## src/hdl/edd_pkg.sv

```systemverilog
package edd_pkg;

    // fixed field widths
    localparam int PIX_W        = 8;
    localparam int CFG_DATA_W   = 13;
    localparam int CFG_IDX_W    = 1;
    localparam int THR_W        = 8;

    // error words carry this many integer bits above the fraction
    localparam int ERR_INT_BITS = 12;

    // grey levels
    localparam logic [PIX_W-1:0] PIX_MAX = 8'd255;
    localparam logic [PIX_W-1:0] PIX_MIN = 8'd0;

    // Floyd-Steinberg weights, in sixteenths
    localparam int W_RIGHT       = 7;
    localparam int W_BELOW_LEFT  = 3;
    localparam int W_BELOW       = 5;
    localparam int W_BELOW_RIGHT = 1;
    localparam int W_SHIFT       = 4;

    // reset values of the configuration registers
    localparam logic [CFG_DATA_W-1:0] WIDTH_RESET = 13'd1920;
    localparam logic [THR_W-1:0]      THR_RESET   = 8'd128;

    typedef enum logic [CFG_IDX_W-1:0] {
        CFG_IMAGE_WIDTH = 1'b0,
        CFG_THRESHOLD   = 1'b1
    } t_cfg_idx;

endpackage

```

## src/hdl/edd_quant.sv

```systemverilog
module edd_quant #(
    parameter int FRAC_BITS = 8
) (
    input  logic [edd_pkg::PIX_W-1:0]                        i_pix,
    input  logic [edd_pkg::THR_W-1:0]                        i_thr,
    input  logic signed [FRAC_BITS+edd_pkg::ERR_INT_BITS-1:0] i_right,
    input  logic signed [FRAC_BITS+edd_pkg::ERR_INT_BITS-1:0] i_below,
    input  logic signed [FRAC_BITS+edd_pkg::ERR_INT_BITS-1:0] i_part_left,
    input  logic signed [FRAC_BITS+edd_pkg::ERR_INT_BITS-1:0] i_part_right,
    output logic                                             o_hi,
    output logic signed [FRAC_BITS+edd_pkg::ERR_INT_BITS-1:0] o_wr_left,
    output logic signed [FRAC_BITS+edd_pkg::ERR_INT_BITS-1:0] o_wr_below,
    output logic signed [FRAC_BITS+edd_pkg::ERR_INT_BITS-1:0] o_next_right,
    output logic signed [FRAC_BITS+edd_pkg::ERR_INT_BITS-1:0] o_next_part
);

    localparam int ERR_W = FRAC_BITS + edd_pkg::ERR_INT_BITS;
    localparam int ACC_W = ERR_W + 2;
    localparam int PRD_W = ERR_W + edd_pkg::W_SHIFT;
    localparam int PAD_W = ACC_W - edd_pkg::PIX_W - FRAC_BITS;

    localparam logic signed [ACC_W-1:0] ERR_HI_X = ACC_W'((64'sd1 <<< (ERR_W - 1)) - 64'sd1);
    localparam logic signed [ACC_W-1:0] ERR_LO_X = -ERR_HI_X - ACC_W'(1);

    function automatic logic signed [ERR_W-1:0] sat_err(input logic signed [ACC_W-1:0] v);
        logic signed [ERR_W-1:0] r;
        if (v > ERR_HI_X) begin
            r = ERR_HI_X[ERR_W-1:0];
        end else if (v < ERR_LO_X) begin
            r = ERR_LO_X[ERR_W-1:0];
        end else begin
            r = v[ERR_W-1:0];
        end
        return r;
    endfunction

    function automatic logic signed [ACC_W-1:0] ext(input logic signed [ERR_W-1:0] v);
        return $signed({{(ACC_W-ERR_W){v[ERR_W-1]}}, v});
    endfunction

    // floor(k * e / 16): arithmetic shift of the product
    function automatic logic signed [ERR_W-1:0] share(input logic signed [ERR_W-1:0] e,
                                                       input int k);
        logic signed [PRD_W-1:0] ex;
        logic signed [PRD_W-1:0] prod;
        ex   = $signed({{(PRD_W-ERR_W){e[ERR_W-1]}}, e});
        prod = ex * $signed(PRD_W'(k));
        return prod[PRD_W-1:edd_pkg::W_SHIFT];
    endfunction

    logic signed [ACC_W-1:0] pix_x;
    logic signed [ACC_W-1:0] thr_x;
    logic signed [ACC_W-1:0] acc;
    logic signed [ACC_W-1:0] out_x;
    logic signed [ERR_W-1:0] err;
    logic signed [ERR_W-1:0] sh_r;
    logic signed [ERR_W-1:0] sh_bl;
    logic signed [ERR_W-1:0] sh_b;
    logic signed [ERR_W-1:0] sh_br;

    assign pix_x = $signed({{PAD_W{1'b0}}, i_pix, {FRAC_BITS{1'b0}}});
    assign thr_x = $signed({{PAD_W{1'b0}}, i_thr, {FRAC_BITS{1'b0}}});
    assign acc   = pix_x + ext(i_right) + ext(i_below);
    assign o_hi  = (acc >= thr_x);
    assign out_x = o_hi ? $signed({{PAD_W{1'b0}}, edd_pkg::PIX_MAX, {FRAC_BITS{1'b0}}})
                        : $signed({{PAD_W{1'b0}}, edd_pkg::PIX_MIN, {FRAC_BITS{1'b0}}});
    assign err   = sat_err(acc - out_x);

    assign sh_r  = share(err, edd_pkg::W_RIGHT);
    assign sh_bl = share(err, edd_pkg::W_BELOW_LEFT);
    assign sh_b  = share(err, edd_pkg::W_BELOW);
    assign sh_br = share(err, edd_pkg::W_BELOW_RIGHT);

    assign o_wr_left    = sat_err(ext(i_part_left) + ext(sh_bl));
    assign o_wr_below   = sat_err(ext(i_part_right) + ext(sh_b));
    assign o_next_right = sat_err(ext(sh_r));
    assign o_next_part  = sh_br;

endmodule
```

## config.mk

```make
export PLATFORM = sky130hd
export DESIGN_NAME = edd_quant
export DESIGN_NICKNAME = d
export VERILOG_FILES = /design/src/hdl/edd_pkg.sv /design/src/hdl/edd_quant.sv
export SDC_FILE = /design/constraint.sdc
export NUM_CORES = 1
export LEC_CHECK = 0
export ABC_CLOCK_PERIOD_IN_PS = 17200
export BUFFER_PORTS_ARGS = -buffer_cell sky130_fd_sc_hd__buf_4
export CORE_ASPECT_RATIO = 1.1
export CORE_UTILIZATION = 30
export DETAILED_ROUTE_END_ITERATION = 10
export SLEW_MARGIN = 20
export SYNTH_ARGS = -nofsm -noshare
export SYNTH_HDL_FRONTEND = slang
export SYNTH_SLANG_ARGS = --single-unit
export TNS_END_PERCENT = 50
```

## constraint.sdc

```tcl
create_clock -name vclk -period 17.2
set_clock_uncertainty 0.15 [all_clocks]
set_input_delay 0.86 -clock vclk [all_inputs]
set_output_delay 0.86 -clock vclk [all_outputs]
set_load 0.1 [all_outputs]
```

==> results of run 1 <==
final cells by class:
| type | instances | area [sq um] | area share, % |
|---|---|---|---|
| Multi-Input combinational cell | 897 | 7220 | 76.0 |
| Timing Repair Buffer | 179 | 1340 | 14.1 |
| Inverter | 134 | 503 | 5.30 |
| Tap cell | 346 | 433 | 4.56 |
cell usage in the layout (no fill, tap or decap), types with 15 or more instances in the layout:
cell type | Yosys | routed
a21oi_1 | 90 | 90
inv_1 | 134 | 134
o21ai_0 | 59 | 59
nor3_1 | 29 | 29
nor2_1 | 72 | 72
fa_1 | 30 | 30
xnor2_1 | 61 | 61
nor2b_1 | 21 | 21
a21o_1 | 43 | 43
ha_1 | 181 | 181
and3_1 | 15 | 15
nand2_1 | 47 | 47
xor2_1 | 35 | 35
buf_4 | 4 | 179
nand3_1 | 29 | 29
metal layers:
metal  up-vias  share of wire (%)  GRT usage, %
met5         -                  0             0
met4         0               0.76          1.15
met3         8                3.5          1.09
met2       127                 49          29.1
met1      3529                 47          21.0
li1       4071                  -             -
kinds of logic after synthesis:
group | after synthesis | synth area share (%)
adder cells (fa/ha/maj) | 212 | 36.9
buffers and inverters | 153 | 7.59
multiplexers | 3 | 0.433
AND/OR/NAND/NOR | 290 | 19.5
AO/OA/AOI/OAI | 295 | 24.6
XOR/XNOR | 97 | 11.0
stage by stage:
stage	worst slack (ns)	std cells	hold slack (ns)	util, %
6_report	2.15	1556	2.21	37.4
5_1_grt	1.01	1556	2.27	37.4
4_1_cts	2.15	1556	2.22	37.3
3_5_place_dp	2.17	1556	2.22	37.3
3_3_place_gp	2.60	1556	2.23	37.3
2_1_floorplan	1.20	1050	2.33	-
worst paths after layout:
path | startpoint | depth (start not counted) | to | slack (ns)
setup / recovery | i_right[1] | 55 | o_wr_left[14] | 2.15
hold / removal | i_part_right[0] | 5 | o_wr_below[0] | 2.21
==> reports/qor.yml, run 1 <==
place:
  dpl.hpwl_mm: 18.8
  port_buffers: 177
  placed_cell_area_sq_mm: 0.00949
  gp_congestion: 0.863
yosys:
  synth_common_cells: "181 x ha_1, 134 x inv_1, 90 x a21oi_1"
  yosys.cell_count.top_type: "ha_1"
  yosysTopAreaCellShare_pct: 29.1
  avgSynthCellArea_sq_um: 7.42
  seq_area_frac_synth_pct: 0
  syn_inst: 1050
  syn-num-nets: 1357
  netlist_area_sq_mm: 0.00779
  ys_warn_count: 0
  synth.distinct_cells: 71
  synthTopCellsByArea: "ha_1 29%, fa_1 7.7%, xnor2_1 6.9%, inv_1 6.5%, a21oi_1 5.8%"
  synth_area_leader_cell: "ha_1"
critical_path:
  start_kind: "input pin"
  path_buf_inv: 3
  crit_path_frequent_cell: "ha_1"
  end_kind: "output pin"
  worstPathArrival_ns: 14.04
  slowest_stage: "nor2_1"
  path_class: "input pin to output pin"
  cpPeakStageDelay_ns: 0.81
  crit_required_ns: 16.19
  critPathTopFamily: "compound AO/OA/AOI/OAI gates"
  path_max_fanout: 18
drt:
  wl_per_cell_um: 13.7
  ant_nets: 0
  vias: 7735
  drt-vias-per-instance: 4.97
  drc_errors: 0
  drtIter0Drc: 324
  finalWirelength_mm: 21.4
  firstDrtPassIters: 5
die:
  die_area_sq_mm: 0.0266
  io_pins: 177
  design.core.area_sq_mm: 0.0254
  start_util_pct: 30.7
  dieWidth_um: 156
  die_y_um: 171
  rows: 61
timing:
  setup_tns_ns: 0
  tightest_slew_ns: 1.02
  hold_viol_final: 0
  fmax_ghz: 0.0664
  slew_headroom_pct: 31.8
  rsz0062_at_grt: "no"
  drv_slew: 0
  final-setup-viol-count: 0
  finalCritPeriodShare_pct: 87.5
  period_needed_ns: 15.05
finish:
  fillCellCount: 2654
  stdcell_area_sq_mm: 0.00950
  nFlopsAndLatches: 0
  final_layout_size_suffix_gt1_share_pct: 17.1
  fin_nets: 1519
  syn_to_final_growth_pct: 21.9
  seqCellArea_sq_um: 0
  nClkBuffers: 0
  antenna_cells: 0
flow_run:
  drv_cap: 0
hold_path:
  hold_class: "input pin to output pin"
clock_network:
  ctsResizeCount: 0
  postCtsSetupRepairBufs: 0
  cts_hold_buf: 0
global_route:
  overflow: 0
  grt_pass1_wl_mm: 35.4
  grtUsageTotal_pct: 15.9
  antenna_found_initial: 0
  grt_max_degree: 20
  grt_pass1_vias: 7415
outcome:
  outcome: "completed"
Power of run 1 is not shown: default switching activity piles up to over one toggle a cycle in this logic, so the estimate is an artifact.
==> inputs of run 2 (changes only) <==
CORE_UTILIZATION = 40   (was 30)
GPL_TIMING_DRIVEN = 0   (was default)
SETUP_SLACK_MARGIN = 0.1   (was default)
==> reports/qor.yml, run 2 (synthesis gave the netlist of run 1 again) <==
die:
  rows: 53
  design.core.area_sq_mm: 0.0191
  die_area_sq_mm: 0.0200
  start_util_pct: 40.8
  dieWidth_um: 135
  die_y_um: 148
  io_pins: 177
timing:
  hold_slack_ns: 2.22
  setup_tns_ns: 0
  rsz0062_at_grt: "no"
  period_needed_ns: 15.08
  hold_viol_final: 0
  drv_slew: 0
  final-setup-viol-count: 0
  fmax_ghz: 0.0663
  slew_headroom_pct: 43.3
  finalCritPeriodShare_pct: 87.7
  tightest_slew_ns: 0.849
critical_path:
  slowest_stage: "a311oi_1"
  start_kind: "input pin"
  worstPathArrival_ns: 14.07
  path_class: "input pin to output pin"
  path_max_fanout: 10
  crit_required_ns: 16.19
  end_kind: "output pin"
  cpPeakStageDelay_ns: 0.55
finish:
  final_util_pct: 49.5
  antenna_cells: 0
  fin_cells: 1474
  nFlopsAndLatches: 0
  seqCellArea_sq_um: 0
  layout_common_cells: "181 x ha_1, 181 x buf_4, 134 x inv_1"
  nClkBuffers: 0
  fin_nets: 1536
  final_layout_size_suffix_gt1_share_pct: 17.3
  syn_to_final_growth_pct: 21.2
drt:
  drt-vias-per-instance: 5.21
  ant_nets: 0
  drc_errors: 0
  finalWirelength_mm: 19.8
  vias: 7678
  wl_per_cell_um: 13.4
  drtIter0Drc: 260
  firstDrtPassIters: 5
clock_network:
  cts_hold_buf: 0
  postCtsSetupRepairBufs: 0
  ctsResizeCount: 0
place:
  dp.cells: 1474
  port_buffers: 177
  dpl.hpwl_mm: 17.2
  gp_congestion: 0.809
global_route:
  use_met2_pct: 35.1
  grt_pass1_vias: 7475
  grt_max_degree: 17
  overflow: 0
  grtUsageTotal_pct: 19.9
  met3_usage_pct: 1.84
  grt_pass1_wl_mm: 34.0
  busiest_layer: "met2"
  antenna_found_initial: 0
  met1_usage_pct: 27.3
outcome:
  outcome: "completed"
hold_path:
  hold_class: "input pin to output pin"
flow_run:
  drv_cap: 0
==> run 2: changes by cell type in the layout (fill, tap and decap cells not counted), sizes merged <==
cell / before / now
clkbuf: 0 / 12
buf: 179 / 184
==> run 2: final cells by class <==
cell class                      instances  area, sq um
Timing Repair Buffer                  177         1330
Tap cell                              247          309
Inverter                              134          503
Multi-Input combinational cell        897         7220
Fill cell                            1976         9650
Buffer                                 19         88.8
==> run 2: metrics by stage <==
step | setup WS [ns] | area (sq um)
6_report | 2.12 | 9450
5_1_grt | 0.849 | 9450
4_1_cts | 1.96 | 9440
3_5_place_dp | 2.04 | 9440
3_3_place_gp | 2.09 | 9430
2_1_floorplan | 1.20 | 7790
==> run 2: path summary, 6_finish.rpt <==
| kind | cells after the start | to | slack [ns] | from |
|---|---|---|---|---|
| setup / recovery | 57 | o_wr_below[18] | 2.12 | i_right[1] |
| hold / removal | 5 | o_wr_left[5] | 2.22 | i_part_left[5] |
==> run 2: per-layer routing <==
layer  part of all wire (%)  vias up
li1                       -     4102
met1                     49     3421
met2                     46      145
met3                    5.0       10
met4                   0.57        0
met5                      0        -
==> run 2: worst max-delay path, delay by kind of cell <==
| family | cells | cell delay (ns) |
|---|---|---|
| xor+xnor | 2 | 0.27 |
| compound gates | 24 | 5.51 |
| simple gates | 16 | 3.17 |
| fa+ha+maj | 8 | 2.67 |
| buf+inv | 7 | 1.58 |
Power of run 2 is left out for the same reason.
